### src/design/sut_fifo.sv
// Small show-ahead queue used between the front end, back end and result port.
`default_nettype none
module sut_fifo #(
   parameter int WIDTH = 8,
   parameter int DEPTH = 4
) (
   input  wire logic             clock,
   input  wire logic             reset,
   input  wire logic             push,
   input  wire logic [WIDTH-1:0] push_data,
   output logic                  full,
   input  wire logic             pop,
   output logic      [WIDTH-1:0] pop_data,
   output logic                  empty
);
   localparam int PTR_W = (DEPTH > 1) ? $clog2(DEPTH) : 1;
   localparam int CNT_W = $clog2(DEPTH + 1);

   logic [WIDTH-1:0] data_ff [DEPTH];
   logic [PTR_W-1:0] wr_ptr_ff, wr_ptr_in;
   logic [PTR_W-1:0] rd_ptr_ff, rd_ptr_in;
   logic [CNT_W-1:0] count_ff, count_in;
   logic             do_push, do_pop;

   assign full     = (count_ff == CNT_W'(DEPTH));
   assign empty    = (count_ff == '0);
   assign do_push  = push && !full;
   assign do_pop   = pop && !empty;
   assign pop_data = data_ff[rd_ptr_ff];

   always_comb begin
      wr_ptr_in = wr_ptr_ff;
      rd_ptr_in = rd_ptr_ff;
      count_in  = count_ff;
      if (do_push) begin
         wr_ptr_in = (wr_ptr_ff == PTR_W'(DEPTH - 1)) ? '0 : wr_ptr_ff + 1'b1;
      end
      if (do_pop) begin
         rd_ptr_in = (rd_ptr_ff == PTR_W'(DEPTH - 1)) ? '0 : rd_ptr_ff + 1'b1;
      end
      if (do_push && !do_pop) begin
         count_in = count_ff + 1'b1;
      end else if (do_pop && !do_push) begin
         count_in = count_ff - 1'b1;
      end
   end

   always_ff @(posedge clock) begin
      if (do_push) begin
         data_ff[wr_ptr_ff] <= push_data;
      end
   end

   always_ff @(posedge clock) begin
      if (reset) begin
         wr_ptr_ff <= '0;
         rd_ptr_ff <= '0;
         count_ff  <= '0;
      end else begin
         wr_ptr_ff <= wr_ptr_in;
         rd_ptr_ff <= rd_ptr_in;
         count_ff  <= count_in;
      end
   end
endmodule
`default_nettype wire

### config.mk
export PLATFORM = sky130hd
export DESIGN_NAME = sut_fifo
export DESIGN_NICKNAME = d
export VERILOG_FILES = /design/src/design/sut_fifo.sv
export SDC_FILE = /design/constraint.sdc
export NUM_CORES = 1
export LEC_CHECK = 0
export BUFFER_PORTS_ARGS = -buffer_cell sky130_fd_sc_hd__buf_2
export CAP_MARGIN = 20
export CORE_MARGIN = 2
export CORE_UTILIZATION = 63
export CTS_BUF_LIST = sky130_fd_sc_hd__clkbuf_8
export DETAILED_ROUTE_END_ITERATION = 6
export GPL_TIMING_DRIVEN = 0
export PLACE_DENSITY = 0.95
export SYNTH_ARGS = -nofsm -noshare
export SYNTH_HDL_FRONTEND = slang
export SYNTH_SLANG_ARGS = --single-unit
### constraint.sdc
create_clock -name clock -period 4.5 [get_ports clock]
set_clock_uncertainty 0.2 [all_clocks]
set_input_delay 0.225 -clock clock [delete_from_list [all_inputs] [get_ports clock]]
set_output_delay 0.225 -clock clock [all_outputs]
set_load 0.05 [all_outputs]
==> flow_summary.ini <==
[timing]
max_freq_mhz = 395.8
hold_viol_final = 0
min_period_over_period = 0.5615
setup_violations = 0
timing.final.crit_period_ps = 2527
worst_pin_slew_ps = 483.5
slew_violations = 0
rsz0062_at_grt = false
fin_setup_tns_ps = 0
setup_ws_ps = 1973
slew_headroom = 0.6777

[finish]
nets = 146
fin_util = 0.7854
diodes = 0
layout-drive-gt1-share = 0.3594
area_delta_synth_final_pct = 18.25

[grt]
grt.total_usage = 0.2002
grt_max_degree = 13
use_met2 = 0.3671
gr-total-overflow = 0
grt_pass1_wl_mm = 3.919
grt_antenna_before_repair = 0
busiest_layer = met2
grtUsageMet3 = 0.08333
grt_pass1_vias = 879
use_met1 = 0.2120

[floorplanning]
core_area_mm2 = 0.002477
num_rows = 18
initial_core_util = 0.6641
die_w_um = 55.11
dieArea_mm2 = 0.003037
die_h_um = 55.11
io-pin-count = 22

[cts]
clk_path_buf_depth = 2
htreeDepth = 2
cts_buffers = 5
cts_resized = 0
clk_pin_slew_ps = 70
root_buffer = clkbuf_8
clkLatencyLatePin_ps = 290
cts.sinks = 41
cts_tree = yes

[outcome]
outcome = complete, no violations

[route]
detail_route.wl_per_cell_um = 16.49
wl_mm = 2.606
drt-initial-drc-count = 26
first_pass_iters = 4
drc = 0
vias = 871
ant_nets = 0
viasPerCell = 5.513

[hold_path]
hp-start = push
hold_path.class = in2reg

[worst_setup_path]
r2r_start = count_ff[0]
critPathLaunchType = register
crit_type = reg2reg
crit_path_max_fanout = 7
required_ps = 4520
reg2reg_slack_ps = 1970
cp.arrival_ps = 2550
critPathLaunch = count_ff[0]
endpoint_kind = register

[synth]
syn_nets = 111
synth.avg_cell_area_um2 = 17.88
yosys_warnings = 0
synthesis.area_mm2 = 0.001645
seq_area_frac_synth = 0.6935
ys_types = 26
synth-seq-cells = 41
netlist_instances = 92

[placement]
routabilityCongestion = 0.6232
io_buffers = 20
place_hpwl_mm = 1.770
dp_slack_ps = 1984

[pwr]
ir_drop_mv = 0.5448
power_density_mw_per_mm2 = 562.8
leakagePower_uw = 0.0007379

[job]
maxCapViolCount = 0
## layout make-up
class,count,area [um^2]
clock inverter,3,13.76
clock buffer,5,68.82
multi-input combinational,42,456.7
buffer,4,23.77
inverter,5,23.77
timing repair buffer,28,180.2
tap,30,37.54
fill,158,531.8
sequential,41,1141
## per-stage QoR
stage,instances,power (uW),hold WS (ps),area [um^2]
3_3_place_gp,142,863.7,233.6,1783
3_5_place_dp,142,880.7,243.7,1783
6_report,158,1095,50.47,1946
5_1_grt,158,1157,60.38,1946
4_1_cts,158,1105,40.57,1946
2_1_floorplan,92,800.9,123.9,1645
## state kept, by name (all words and copies together), names as in the netlist, named ones only
register / flops
count_ff: 3
data_ff: 32
rd_ptr_ff: 2
wr_ptr_ff: 2
## critical path, cell delays in order, from the launching register on
cell      delay [ps]
dfxtp_1          450
or3b_1           160
buf_6            120
clkinv_4          50
nor2_2           120
ha_1             210
inv_1             60
fa_1             380
xor2_1           160
or3_2            400
a21oi_1          140
## metal layers
layer	up-vias	routed length [um]
met5	-	0
met4	0	25
met3	3	135
met2	23	1420
met1	424	1026
li1	421	-
## cells by family (layout without fill, tap and decap cells)
kind of cell,after synthesis,in the layout,synth area share
AOI/OAI and AO/OA,7,7,0.03041
muxes,10,10,0.1217
xor gates and xnor gates,2,2,0.01065
and+or+nand+nor,16,16,0.05704
adders and majority gates,7,7,0.05779
DFF,41,41,0.6935
buffers and inverters,9,45,0.02889
## path summary, 6_finish.rpt
check,to,cells after the start
max,count_ff[2],10
min,wr_ptr_ff[1],3
max reg2reg,count_ff[2],10
min reg2reg,rd_ptr_ff[0],2
## timing repair
| item | in CTS | in global routing |
|---|---|---|
| setup buffers | 0 | 0 |
| hold buffers | 8 | 0 |
| hold endpoints to repair | 32 | 0 |
## synthesized netlist by cell type
library cell / number / area [um^2]
or3b_1: 1 / 8.760
mux4_2: 8 / 180.2
buf_6: 1 / 11.26
nor2_2: 1 / 6.260
o21ai_0: 1 / 5.000
dfxtp_1: 9 / 180.2
inv_1: 4 / 15.01
fa_1: 1 / 20.02
clkinv_4: 1 / 8.760
or3_2: 1 / 7.510
xor2_1: 2 / 17.52
o31ai_2: 2 / 25.02
nand3_1: 2 / 10.01
mux2i_1: 2 / 20.02
nor2_1: 3 / 11.26
buf_1: 1 / 3.750
edfxtp_1: 32 / 960.9
and3_2: 4 / 30.03
ha_1: 6 / 75.07
a21oi_1: 3 / 15.01
clkbuf_1: 1 / 3.750
or3_1: 1 / 6.260
nand2_1: 1 / 3.750
buf_2: 1 / 5.000
o21ai_1: 1 / 5.000
nor3_1: 2 / 10.01
## placed cells by master (no fill, tap or decap), types with 2 or more instances in the layout
| master | count |
|---|---|
| inv_1 | 5 |
| clkbuf_8 | 5 |
| nand3_1 | 2 |
| xor2_1 | 2 |
| dlygate4sd3_1 | 8 |
| ha_1 | 6 |
| mux4_2 | 8 |
| mux2i_1 | 2 |
| buf_2 | 21 |
| and3_2 | 4 |
| clkinv_2 | 2 |
| dfxtp_1 | 9 |
| nor3_1 | 2 |
| nor2_1 | 3 |
| edfxtp_1 | 32 |
| a21oi_1 | 3 |
| o31ai_2 | 2 |
## power breakdown
part | switching, uW | leakage (uW) | internal (uW) | total, uW
Clock | 116 | 0.0000491 | 105 | 221
Sequential | 28.9 | 0.000367 | 462 | 491
Combinational | 249 | 0.000322 | 135 | 383
Total | 393 | 0.000738 | 702 | 1090
No activity file was read; power rests on OpenSTA's default activity.
