<file path="config.mk">
export PLATFORM = sky130hd
export DESIGN_NAME = sut_front
export DESIGN_NICKNAME = d
export VERILOG_FILES = /design/src/design/sut_pkg.sv /design/src/design/sut_front.sv
export SDC_FILE = /design/constraint.sdc
export NUM_CORES = 1
export LEC_CHECK = 0
export BUFFER_PORTS_ARGS = -buffer_cell sky130_fd_sc_hd__buf_2
export CORE_AREA = 2 2 69 87
export CTS_BUF_LIST = sky130_fd_sc_hd__clkbuf_16
export CTS_CLUSTER_SIZE = 25
export DETAILED_ROUTE_END_ITERATION = 10
export DIE_AREA = 0 0 71 89
export GPL_TIMING_DRIVEN = 0
export PLACE_DENSITY = 0.89
export SLEW_MARGIN = 20
export SYNTH_ARGS = -nofsm -noshare
export SYNTH_HDL_FRONTEND = slang
export SYNTH_SLANG_ARGS = --single-unit
export TNS_END_PERCENT = 30
</file>
<file path="constraint.sdc">
create_clock -name clock -period 7.3 [get_ports clock]
set_input_delay 0.365 -clock clock [delete_from_list [all_inputs] [get_ports clock]]
set_output_delay 0.365 -clock clock [all_outputs]
set_load 0.05 [all_outputs]
</file>
<file path="src/design/sut_pkg.sv">
// Shared types and constants for the scatter update table.
`default_nettype none
package sut_pkg;
   localparam int DEF_MAX_ROWS      = 256;
   localparam int DEF_MAX_ROW_WIDTH = 16;
   localparam int DEF_VALUE_BITS    = 32;

   localparam int OP_W       = 2;
   localparam int ROW_W      = 32;
   localparam int COL_W      = 4;
   localparam int UVAL_W     = 32;
   localparam int STATUS_W   = 2;
   localparam int ENTRY_W    = 32;
   localparam int MODE_W     = 2;
   localparam int ROWCNT_W   = 9;
   localparam int ROWWID_W   = 5;
   localparam int CSR_IDX_W  = 2;
   localparam int CSR_DATA_W = 9;
   localparam int ACT_W      = 3;

   localparam logic [ROWCNT_W-1:0] ROWCNT_RESET = ROWCNT_W'(256);
   localparam logic [ROWWID_W-1:0] ROWWID_RESET = ROWWID_W'(16);

   typedef enum logic [CSR_IDX_W-1:0] {
      CSR_UPDATE_MODE = 2'd0,
      CSR_ROW_COUNT   = 2'd1,
      CSR_ROW_WIDTH   = 2'd2
   } csr_idx_type;

   typedef enum logic [OP_W-1:0] {
      OP_WRITE   = 2'd0,
      OP_SCATTER = 2'd1,
      OP_READ    = 2'd2
   } op_type;

   typedef enum logic [MODE_W-1:0] {
      MODE_ASSIGN = 2'd0,
      MODE_ADD    = 2'd1,
      MODE_SUB    = 2'd2
   } mode_type;

   typedef enum logic [STATUS_W-1:0] {
      STATUS_APPLIED   = 2'd0,
      STATUS_IGNORED   = 2'd1,
      STATUS_SATURATED = 2'd2
   } status_type;

   typedef enum logic [ACT_W-1:0] {
      ACT_IGNORE = 3'd0,
      ACT_ASSIGN = 3'd1,
      ACT_ADD    = 3'd2,
      ACT_SUB    = 3'd3,
      ACT_READ   = 3'd4
   } act_type;
endpackage
`default_nettype wire

</file>
<file path="src/design/sut_front.sv">
// Front end: config registers, range check, flat address and action decode.
`default_nettype none
module sut_front
   import sut_pkg::*;
#(
   parameter int MAX_ROWS      = DEF_MAX_ROWS,
   parameter int MAX_ROW_WIDTH = DEF_MAX_ROW_WIDTH,
   parameter int VALUE_BITS    = DEF_VALUE_BITS,
   parameter int ADDR_W        = 12
) (
   input  wire logic                         clock,
   input  wire logic                         reset,
   input  wire logic                         csr_wr_en,
   input  wire logic        [CSR_IDX_W-1:0]  csr_index,
   input  wire logic        [CSR_DATA_W-1:0] csr_wdata,
   input  wire logic        [OP_W-1:0]       req_op,
   input  wire logic signed [ROW_W-1:0]      req_row_index,
   input  wire logic        [COL_W-1:0]      req_column,
   input  wire logic signed [UVAL_W-1:0]     req_update_value,
   output act_type                           cmd_kind,
   output logic             [ADDR_W-1:0]     cmd_addr,
   output logic             [VALUE_BITS-1:0] cmd_value
);
   localparam int PROD_W = ROWCNT_W + ROWWID_W + 1;

   logic [MODE_W-1:0]   mode_ff;
   logic [ROWCNT_W-1:0] row_count_ff;
   logic [ROWWID_W-1:0] row_width_ff;
   logic [ROWCNT_W-1:0] rows_lim;
   logic [ROWWID_W-1:0] width_lim;
   logic                row_ok, col_ok;
   logic [PROD_W-1:0]   flat_addr;

   always_ff @(posedge clock) begin
      if (reset) begin
         mode_ff      <= MODE_W'(MODE_ASSIGN);
         row_count_ff <= ROWCNT_RESET;
         row_width_ff <= ROWWID_RESET;
      end else if (csr_wr_en) begin
         unique case (csr_idx_type'(csr_index))
            CSR_UPDATE_MODE: mode_ff      <= csr_wdata[MODE_W-1:0];
            CSR_ROW_COUNT:   row_count_ff <= csr_wdata[ROWCNT_W-1:0];
            CSR_ROW_WIDTH:   row_width_ff <= csr_wdata[ROWWID_W-1:0];
            default: ;
         endcase
      end
   end

   // bounds clamp to the table geometry
   always_comb begin
      rows_lim  = row_count_ff;
      width_lim = row_width_ff;
      if (32'(row_count_ff) > MAX_ROWS) begin
         rows_lim = ROWCNT_W'(MAX_ROWS);
      end
      if (32'(row_width_ff) > MAX_ROW_WIDTH) begin
         width_lim = ROWWID_W'(MAX_ROW_WIDTH);
      end
   end

   assign row_ok    = !req_row_index[ROW_W-1] &&
                      ({1'b0, req_row_index[ROW_W-2:0]} < ROW_W'(rows_lim));
   assign col_ok    = (ROWWID_W'(req_column) < width_lim);
   assign flat_addr = PROD_W'(req_row_index[ROWCNT_W-1:0]) * PROD_W'(width_lim)
                      + PROD_W'(req_column);
   assign cmd_addr  = ADDR_W'(flat_addr);
   assign cmd_value = VALUE_BITS'(req_update_value);

   always_comb begin
      cmd_kind = ACT_IGNORE;
      if (row_ok && col_ok) begin
         unique case (op_type'(req_op))
            OP_WRITE: cmd_kind = ACT_ASSIGN;
            OP_SCATTER: begin
               unique case (mode_type'(mode_ff))
                  MODE_ASSIGN: cmd_kind = ACT_ASSIGN;
                  MODE_ADD:    cmd_kind = ACT_ADD;
                  MODE_SUB:    cmd_kind = ACT_SUB;
                  default:     cmd_kind = ACT_IGNORE;
               endcase
            end
            OP_READ: cmd_kind = ACT_READ;
            default: cmd_kind = ACT_IGNORE;
         endcase
      end
   end
endmodule
`default_nettype wire

</file>
==> results of run 1 <==
[routing by layer]
metal,part of all wire (%),vias up
li1,-,1226
met1,38,1118
met2,54,101
met3,5.8,13
met4,2.4,0
met5,0,-
[worst max path at each step]
stage | start | cells after the start | end
after floorplan | row_width_ff[4] | 13 | cmd_addr[11]
after global placement | row_width_ff[4] | 12 | cmd_addr[10]
after detailed placement | row_width_ff[4] | 12 | cmd_addr[10]
after CTS | row_width_ff[4] | 12 | cmd_addr[10]
after global routing | row_width_ff[4] | 12 | cmd_addr[10]
final | row_width_ff[4] | 12 | cmd_addr[10]
[through the flow]
stage	total power, W	instances	instance area, sq um	setup slack (ps)
final	0.0003526	489	3346	2499
after global routing	0.0003717	489	3346	2255
after CTS	0.0003553	489	3346	2492
after detailed placement	0.0002481	485	3267	2773
after global placement	0.0002440	485	3267	2805
after floorplan	0.0002073	323	2696	2843
[power by group through the flow]
stage	Clock (W)	Combinational, W	Sequential (W)
3_5_place_dp	0	0.000154	0.0000943
2_1_floorplan	0	0.000114	0.0000937
4_1_cts	0.000109	0.000154	0.0000926
5_1_grt	0.000112	0.000166	0.0000929
3_3_place_gp	0	0.000150	0.0000942
6_report	0.000107	0.000153	0.0000926
[logic make-up after synthesis]
group,share of synthesized area [%]
flip-flops,11.88
adder cells (fa/ha/maj),34.52
AO/OA/AOI/OAI,8.399
XOR/XNOR,3.573
AND/OR/NAND/NOR,21.48
multiplexers,4.084
buffers and inverters,16.06
[cell usage in the layout (no fill, tap or decap), drive strengths merged, types with 8 or more instances in the layout]
cell	count
fa	24
inv	44
ha	36
a21oi	9
nor2	22
o21ai	8
and2	35
xnor2	8
buf	132
dfxtp	16
mux2i	11
nand2	22
[state kept, by name, summed over array words and instances (netlist names)]
register	count
mode_ff	2
row_count_ff	9
row_width_ff	5
[layout make-up]
cell class	count	area, sq um
buffer	38	264.0
sequential	16	320.3
fill	473	2097
timing repair buffer	98	490.5
clock buffer	3	75.07
tap	64	80.08
inverter	45	168.9
clock inverter	1	3.754
multi-input combinational	224	1943
[worst reg2reg max path, delay by kind of cell, from the launching register on]
family          cells  cell delay, ps
flops               1             450
compound gates      1             180
buf+inv             1             350
==> impl_metrics.tcl, run 1 <==
set metrics [dict create \
    status "complete, no violations" \
    grt_use_total_pct 19.00 \
    start_util_pct 49.54 \
    finClkSkew_ps 0 \
    min_period_ps 4801 \
    clk_path_buf_depth 2 \
    drive_above_1_share_pct 32.24 \
    clk_latency_ps 250 \
    yosysTopAreaCellShare_pct 17.82 \
    fp-row-count 30 \
    netlist_area_sq_um 2696 \
    hold_end "row_count_ff[6]" \
    p_int_w 0.0002173 \
    use_met3_pct 1.015 \
    cts-htree-levels 1 \
    postCtsSetupRepairBufs 0 \
    cts_tree "built" \
    dr.first_iter.drc_count 36 \
    synth_edf_count 0 \
    core_sq_um 5443 \
    busiest_layer "met2" \
    crit_chain "clkbuf_1 -> nor2b_1 -> and2_1 -> fa_1 -> ha_1 -> fa_1 -> fa_1 -> a211oi_1 -> o21ai_0 -> a31oi_1 -> xnor2_1 -> buf_2" \
    grt_overflow 0 \
    ant_nets 0 \
    yosysMostFrequentCell "inv_1" \
    ios 131 \
    synth_top_flop_cell "dfxtp_1" \
    grt_pass1_vias 2395 \
    r2r_start "row_width_ff[4]" \
    p_sw_w 0.0001353 \
    p_comb_share_pct 43.4 \
    async_flop_share_pct 0 \
    critPathMaxFanout 10 \
    post_cts_resize_count 0 \
    holdWs_ps 353.5 \
    crit_arrival_ps 4440 \
    p_leak_nw 1.790 \
    seqPwrFrac_pct 26.3 \
    route.detailed.drc 0 \
    place_hpwl_um 5263 \
    dieWidth_um 71 \
    cts_sinks 16 \
    rsz0062_at_grt "no" \
    grt_first_pass_wirelength_um 9873 \
    syn_nets 467 \
    avgSynthCellArea_sq_um 8.348 \
    slowest_delay_ps 530 \
    cts_made_buffers 3 \
    dr.pass1.iters 4 \
    routed_via_density 5.027 \
    finalHoldViolCount 0 \
    numPortBuffers 98 \
    clkSlewWorstSetupHoldPaths_ps 50 \
    vdd_drop_max_v 0.0001268 \
    drv_cap 0 \
    yosysTopAreaCell "fa_1" \
    yosysWarnings 0 \
    setup-violations-final 0 \
    hold_start "csr_wdata[6]" \
    area_growth_pct 24.08 \
    cp-start-kind "flip-flop" \
    fin_tns_setup_ps 0 \
    maxSlewHeadroom_pct 60.68 \
    grt_max_degree 11 \
    insertedDiodeCount 0 \
    worst_pin_slew_ps 584.4 \
    crit_family "adder cells" \
    power.density_nw_per_um2 105.4 \
    r2r_setup_slack_ps 6260 \
    fin_crit_sh_pct 65.77 \
    ctsRootBufferMaster "clkbuf_16" \
    cp.required_ps 6930 \
    path_class "reg2out" \
    max_freq_ghz 0.2083 \
    die_height_um 89 \
    path_common_cell "fa_1" \
    r2r-end "row_width_ff[4]" \
    antenna_found_initial 0 \
    netlist_top_cells_area "fa_1, ha_1, dfxtp_1, buf_4, and2_1" \
    slowest_stage "fa_1" \
    met1_usage_pct 21.16 \
    slew_violations 0 \
    ys_ff_latch 16 \
    gp_congestion 0.8155 \
    endpoint_kind "output pin" \
    ys_types 42 \
    postLayoutCoreUtil_pct 61.47 \
    ys_seq_area_share_pct 11.88 \
    whs_path_depth 3 \
    path_buf_inv 2 \
    syn_inst 323 \
    ctsHoldBuffers 0 \
    hold_path.class "in2reg" \
    fin_nets 570 \
    ff2ff_path_depth 2 \
    clockPowerShare_pct 30.3 \
    vias 2458 \
    die-area_sq_um 6319 \
    routed_wl_um 5939 \
    met2_usage_pct 37.30 \
    ys_top_cells_by_count "inv_1, ha_1, and2_1" \
    wl_per_cell_um 12.15 \
    netSwitchingFraction_pct 38.37 \
]
No activity file was read; power rests on OpenSTA's default activity.
==> run 2: changes to the inputs <==
--- a/config.mk
+++ b/config.mk
@@ -6,13 +6,13 @@
 export NUM_CORES = 1
 export LEC_CHECK = 0
 export BUFFER_PORTS_ARGS = -buffer_cell sky130_fd_sc_hd__buf_2
-export CORE_AREA = 2 2 69 87
+export CORE_AREA = 2 2 71 89
 export CTS_BUF_LIST = sky130_fd_sc_hd__clkbuf_16
 export CTS_CLUSTER_SIZE = 25
 export DETAILED_ROUTE_END_ITERATION = 10
-export DIE_AREA = 0 0 71 89
+export DIE_AREA = 0 0 73 91
 export GPL_TIMING_DRIVEN = 0
-export PLACE_DENSITY = 0.89
+export PLACE_DENSITY = 0.86
 export SLEW_MARGIN = 20
 export SYNTH_ARGS = -nofsm -noshare
 export SYNTH_HDL_FRONTEND = slang
==> constraint.sdc (replaced) <==
create_clock -name clock -period 4.7 [get_ports clock]
set_input_delay 0.235 -clock clock [delete_from_list [all_inputs] [get_ports clock]]
set_output_delay 0.235 -clock clock [all_outputs]
set_load 0.05 [all_outputs]
==> run 2 against run 1 <==
Power rose by 56%. Clock skew unchanged. Die area rose by 5.1%. Non-clock buffer count unchanged. Utilization fell by 3.4 points. Cell count rose by 0.41%. Sequential share of layout area barely moved. Worst setup slack got worse by 2300 ps. Flip-flop and latch count is the same. Critical path type unchanged. Critical endpoint is now cmd_addr[11]. Largest cell class unchanged.
==> impl_metrics.tcl, run 2 (same netlist as run 1, synthesis figures left out) <==
set metrics [dict create \
    p_sw_w 0.0002105 \
    worstSetupStartpoint "row_width_ff[4]" \
    cts-htree-levels 1 \
    path_common_cell "fa_1" \
    routed_wl_um 6133 \
    dr.first_iter.drc_count 44 \
    dieWidth_um 73 \
    cts_made_buffers 3 \
    wl_met1_um 2339 \
    endpoint "cmd_addr[11]" \
    fill_cells 504 \
    drive_above_1_share_pct 33.41 \
    r2r_setup_slack_ps 3740 \
    power.density_nw_per_um2 163.5 \
    clk_latency_ps 250 \
    maxSlewHeadroom_pct 58.51 \
    grt_first_pass_wirelength_um 10140 \
    route.detailed.drc 0 \
    r2r-end "row_width_ff[4]" \
    hold_path.class "in2reg" \
    numPortBuffers 98 \
    finClkSkew_ps 0 \
    top_layer "met4" \
    place_hpwl_um 5429 \
    die_height_um 91 \
    critPathMaxFanout 10 \
    vdd_drop_max_v 0.0002058 \
    gp_congestion 0.8234 \
    core_sq_um 5779 \
    path_class "reg2out" \
    slowest_delay_ps 540 \
    clockPowerShare_pct 30.0 \
    p_int_w 0.0003385 \
    ant_nets 0 \
    final_cell_mix "buf_2, inv_1, ha_1" \
    status "complete, no violations" \
    crit_arrival_ps 4230 \
    dr_wl_met3_um 361 \
    reg_top3 "row_count_ff x9, row_width_ff x5, mode_ff x2" \
    slowest_stage "fa_1" \
    final_common_cell "buf_2" \
    finalHoldViolCount 0 \
    fin_tns_setup_ps 0 \
    holdWs_ps 218.6 \
    ctsRootBufferMaster "clkbuf_16" \
    clkSlewWorstSetupHoldPaths_ps 50 \
    wl_per_cell_um 12.49 \
    cp-start-kind "flip-flop" \
    die-area_sq_um 6643 \
    p_leak_nw 1.800 \
    drv_cap 0 \
    cp_num_cells 14 \
    largest-register "row_count_ff" \
    max_freq_ghz 0.2241 \
    seqPwrFrac_pct 26.3 \
    netSwitchingFraction_pct 38.34 \
    postLayoutCoreUtil_pct 58.11 \
    p_comb_share_pct 43.7 \
    grt_max_degree 11 \
    min_period_ps 4463 \
    dr_wl_met2_um 3262 \
    routed_via_density 5.079 \
    worst_pin_slew_ps 616.7 \
    clk_path_buf_depth 2 \
    grt_overflow 0 \
    multi_input_comb_area_sq_um 1946 \
    antenna_found_initial 0 \
    endpoint_kind "output pin" \
    cts_tree "built" \
    fin_crit_sh_pct 94.95 \
    area_growth_pct 24.55 \
    crit_family "adder cells" \
    setup-violations-final 0 \
    rsz0062_at_grt "no" \
    crit_chain "nor2b_1 -> clkbuf_2 -> and2_1 -> fa_1 -> fa_1 -> inv_1 -> fa_1 -> inv_1 -> ha_1 -> nand3_1 -> o211ai_1 -> o221ai_1 -> xnor2_1 -> clkbuf_4" \
    cp.required_ps 4470 \
    grt_use_total_pct 18.63 \
    dr.pass1.iters 4 \
    vias 2494 \
    fp-row-count 31 \
    ios 131 \
    ff2ff_path_depth 2 \
    r2r_start "row_width_ff[4]" \
    seqCellArea_sq_um 321.6 \
    start_util_pct 46.66 \
    fin_nets 570 \
    slew_violations 0 \
    insertedDiodeCount 0 \
    path_buf_inv 4 \
    largest_register_ffs 9 \
    cts_sinks 16 \
    grt_pass1_vias 2434 \
]
==> run 2: how the worst min path moves through the flow <==
stage / start / end / slack [ps] / cells after the start
finish: csr_wdata[6] / row_count_ff[6] / 220 / 3
global route: csr_wdata[7] / row_count_ff[7] / 250 / 3
CTS: csr_wdata[6] / row_count_ff[6] / 230 / 3
detailed placement: csr_wdata[6] / row_count_ff[6] / 480 / 3
global placement: csr_wdata[6] / row_count_ff[6] / 470 / 3
floorplan: reset / mode_ff[1] / 310 / 1
==> run 2: stage by stage <==
stage	power, W	cells	setup slack (ps)	area [sq um]
after floorplan	0.0003220	323	373.4	2696
after global placement	0.0003795	487	328.2	3269
after detailed placement	0.0003872	487	294.8	3269
after CTS	0.0005503	491	27.51	3348
after global routing	0.0005754	491	15.47	3358
final	0.0005490	491	237.2	3358
==> run 2: worst reg2reg max path: cells and delay by family (launching register included) <==
kind	cells	cell delay [ps]
flops	1	360
compound gates	1	290
buf+inv	1	200
==> run 2: routing by layer <==
layer  vias to the layer above  track usage, %
met4                         0           8.488
met3                        15           2.109
met5                         -               0
met1                      1151           20.35
li1                       1228               -
met2                       100           34.53
==> run 2: area by class of cell <==
cell class	count	area share [%]
Clock buffer	3	2.235
Buffer	38	7.973
Multi-Input combinational cell	224	57.94
Timing Repair Buffer	98	14.68
Sequential cell	16	9.575
Inverter	45	5.030
Tap cell	66	2.459
Clock inverter	1	0.1118
==> run 2: repair_timing <==
action,in CTS,in global routing
setup buffers,0,0
setup endpoints to repair,0,5
hold buffers,0,0
gates resized for setup,0,8
==> run 2: power groups by stage <==
stage / clock (W) / combinational [W] / sequential [W]
detailed placement: 0 / 0.000241 / 0.000147
floorplan: 0 / 0.000176 / 0.000146
global route: 0.000171 / 0.000260 / 0.000145
finish: 0.000165 / 0.000240 / 0.000144
CTS: 0.000165 / 0.000241 / 0.000144
global placement: 0 / 0.000233 / 0.000146
==> run 3: changes to the inputs <==
--- a/config.mk
+++ b/config.mk
@@ -13,6 +13,7 @@
 export DIE_AREA = 0 0 73 91
 export GPL_TIMING_DRIVEN = 0
 export PLACE_DENSITY = 0.86
+export REMOVE_ABC_BUFFERS = 1
 export SLEW_MARGIN = 20
 export SYNTH_ARGS = -nofsm -noshare
 export SYNTH_HDL_FRONTEND = slang
==> run 3 against run 2 <==
Cell area shrank 12%. Count of clock-buffer cells in the layout is the same. Worst setup slack gained 28 ps. Power shrank 17%. Routed wire length grew 5.7%. Fmax grew 0.63%. Highest routed layer is now met5.
==> impl_metrics.tcl, run 3 (same netlist as run 1, synthesis figures left out) <==
set metrics [dict create \
    gp_congestion 0.7920 \
    netSwitchingFraction_pct 32.14 \
    final_common_cell "buf_2" \
    die-area_sq_um 6643 \
    p_leak_nw 1.501 \
    critPathMaxFanout 15 \
    cp.required_ps 4470 \
    largest_register_ffs 9 \
    numPortBuffers 66 \
    setup-violations-final 0 \
    fin_crit_sh_pct 94.36 \
    seqPwrFrac_pct 31.9 \
    status "complete, no violations" \
    cts_made_buffers 3 \
    route.detailed.drc 0 \
    post_cts_resize_count 2 \
    cts-htree-levels 1 \
    cts_tree "built" \
    reg_top3 "row_count_ff x9, row_width_ff x5, mode_ff x2" \
    finalHoldViolCount 0 \
    drive_above_1_share_pct 21.75 \
    endpoint_kind "output pin" \
    path_class "reg2out" \
    dr.pass1.iters 4 \
    dieWidth_um 73 \
    max_freq_ghz 0.2255 \
    start_util_pct 46.66 \
    min_period_ps 4435 \
    drv_cap 0 \
    grt_first_pass_wirelength_um 10580 \
    clk_latency_ps 240 \
    finClkSkew_ps 0 \
    grt_max_degree 17 \
    core_sq_um 5779 \
    fin_nets 500 \
    place_hpwl_um 5722 \
    maxSlewHeadroom_pct 60.34 \
    grt_overflow 0 \
    crit_arrival_ps 4200 \
    pre_cts_ws_ps 121.0 \
    routed_via_density 5.345 \
    slew_violations 0 \
    insertedDiodeCount 0 \
    vias 2245 \
    clkSlewWorstSetupHoldPaths_ps 40 \
    fill_cells 515 \
    clockPowerShare_pct 34.9 \
    largest-register "row_count_ff" \
    timing.final.ws_setup_ps 265.2 \
    cts_sinks 16 \
    routed_wl_um 6481 \
    vdd_drop_max_v 0.0001940 \
    ant_nets 0 \
    fp-row-count 31 \
    p_int_w 0.0003101 \
    final_cell_mix "buf_2, inv_1, ha_1" \
    dr.first_iter.drc_count 36 \
    fin_tns_setup_ps 0 \
    ctsRootBufferMaster "clkbuf_16" \
    p_comb_share_pct 33.1 \
    clk_path_buf_depth 2 \
    antenna_found_initial 0 \
    power.density_nw_per_um2 155.4 \
    grt_use_total_pct 20.11 \
    rsz0062_at_grt "no" \
    wl_per_cell_um 15.43 \
    grt_pass1_vias 2326 \
    die_height_um 91 \
    postCtsSetupRepairBufs 0 \
    area_growth_pct 9.095 \
    r2r_setup_slack_ps 3800 \
    cp-start-kind "flip-flop" \
    ios 131 \
    worst_pin_slew_ps 589.5 \
    hold_path.class "in2reg" \
    ctsHoldBuffers 0 \
    p_sw_w 0.0001469 \
]
==> run 3: changes by cell type in the layout (fill, tap and decap cells not counted), moves of 2 or more <==
cell / before / now
clkbuf_1: 2 / 0
buf_2: 98 / 66
nor2b_4: 0 / 2
buf_4: 32 / 0
nor2b_1: 3 / 0
clkbuf_2: 3 / 0
==> run 3: critical path, cell delays in order (launching register included) <==
cell,delay [ps]
dfxtp_2,420
nor2b_4,270
nand2_1,110
fa_1,490
fa_1,520
fa_1,550
inv_1,40
ha_1,350
a211oi_1,360
o21ai_0,180
a31oi_1,240
xnor2_1,130
buf_2,280
==> run 3: area by class of cell <==
| type | count | area [sq um] | area share (%) |
|---|---|---|---|
| Clock buffer | 3 | 75.07 | 2.552 |
| Inverter | 45 | 168.9 | 5.742 |
| Multi-Input combinational cell | 224 | 1963 | 66.74 |
| Sequential cell | 16 | 321.6 | 10.93 |
| Tap cell | 66 | 82.58 | 2.807 |
| Timing Repair Buffer | 66 | 330.3 | 11.23 |
==> run 3: final timing paths <==
kind              startpoint               to  depth (start not counted)
max          row_width_ff[4]     cmd_addr[10]                         12
min             csr_wdata[6]  row_count_ff[6]                          3
max reg2reg  row_count_ff[8]  row_count_ff[8]                          4
min reg2reg  row_count_ff[4]  row_count_ff[4]                          2
==> run 3: metrics by stage <==
step / hold WS [ps] / util [%] / cell area [sq um] / power (W) / std cells
2_1_floorplan: 307.4 / - / 2432 / 0.0002470 / 285
3_3_place_gp: 466.9 / 49.23 / 2845 / 0.0002935 / 417
3_5_place_dp: 470.3 / 49.23 / 2845 / 0.0002996 / 417
4_1_cts: 220.4 / 50.62 / 2925 / 0.0004617 / 420
5_1_grt: 233.5 / 50.90 / 2942 / 0.0004863 / 420
6_report: 223.7 / 50.90 / 2942 / 0.0004570 / 420
==> run 3: metal layers <==
| layer | wire length [um] | part of all wire [%] | vias to the layer above | track usage [%] |
|---|---|---|---|---|
| met1 | 2448 | 38 | 1026 | 22.32 |
| li1 | - | - | 1082 | - |
| met2 | 2991 | 46 | 113 | 31.46 |
| met5 | 46 | 0.71 | - | 6.838 |
| met4 | 212 | 3.3 | 2 | 8.488 |
| met3 | 783 | 12 | 22 | 9.878 |
==> run 3: power by group through the flow <==
| stage | Combinational (W) | Clock, W | Sequential, W |
|---|---|---|---|
| floorplan | 0.000101 | 0 | 0.000146 |
| global placement | 0.000146 | 0 | 0.000147 |
| detailed placement | 0.000152 | 0 | 0.000148 |
| CTS | 0.000153 | 0.000164 | 0.000145 |
| global route | 0.000169 | 0.000171 | 0.000146 |
| finish | 0.000151 | 0.000160 | 0.000146 |
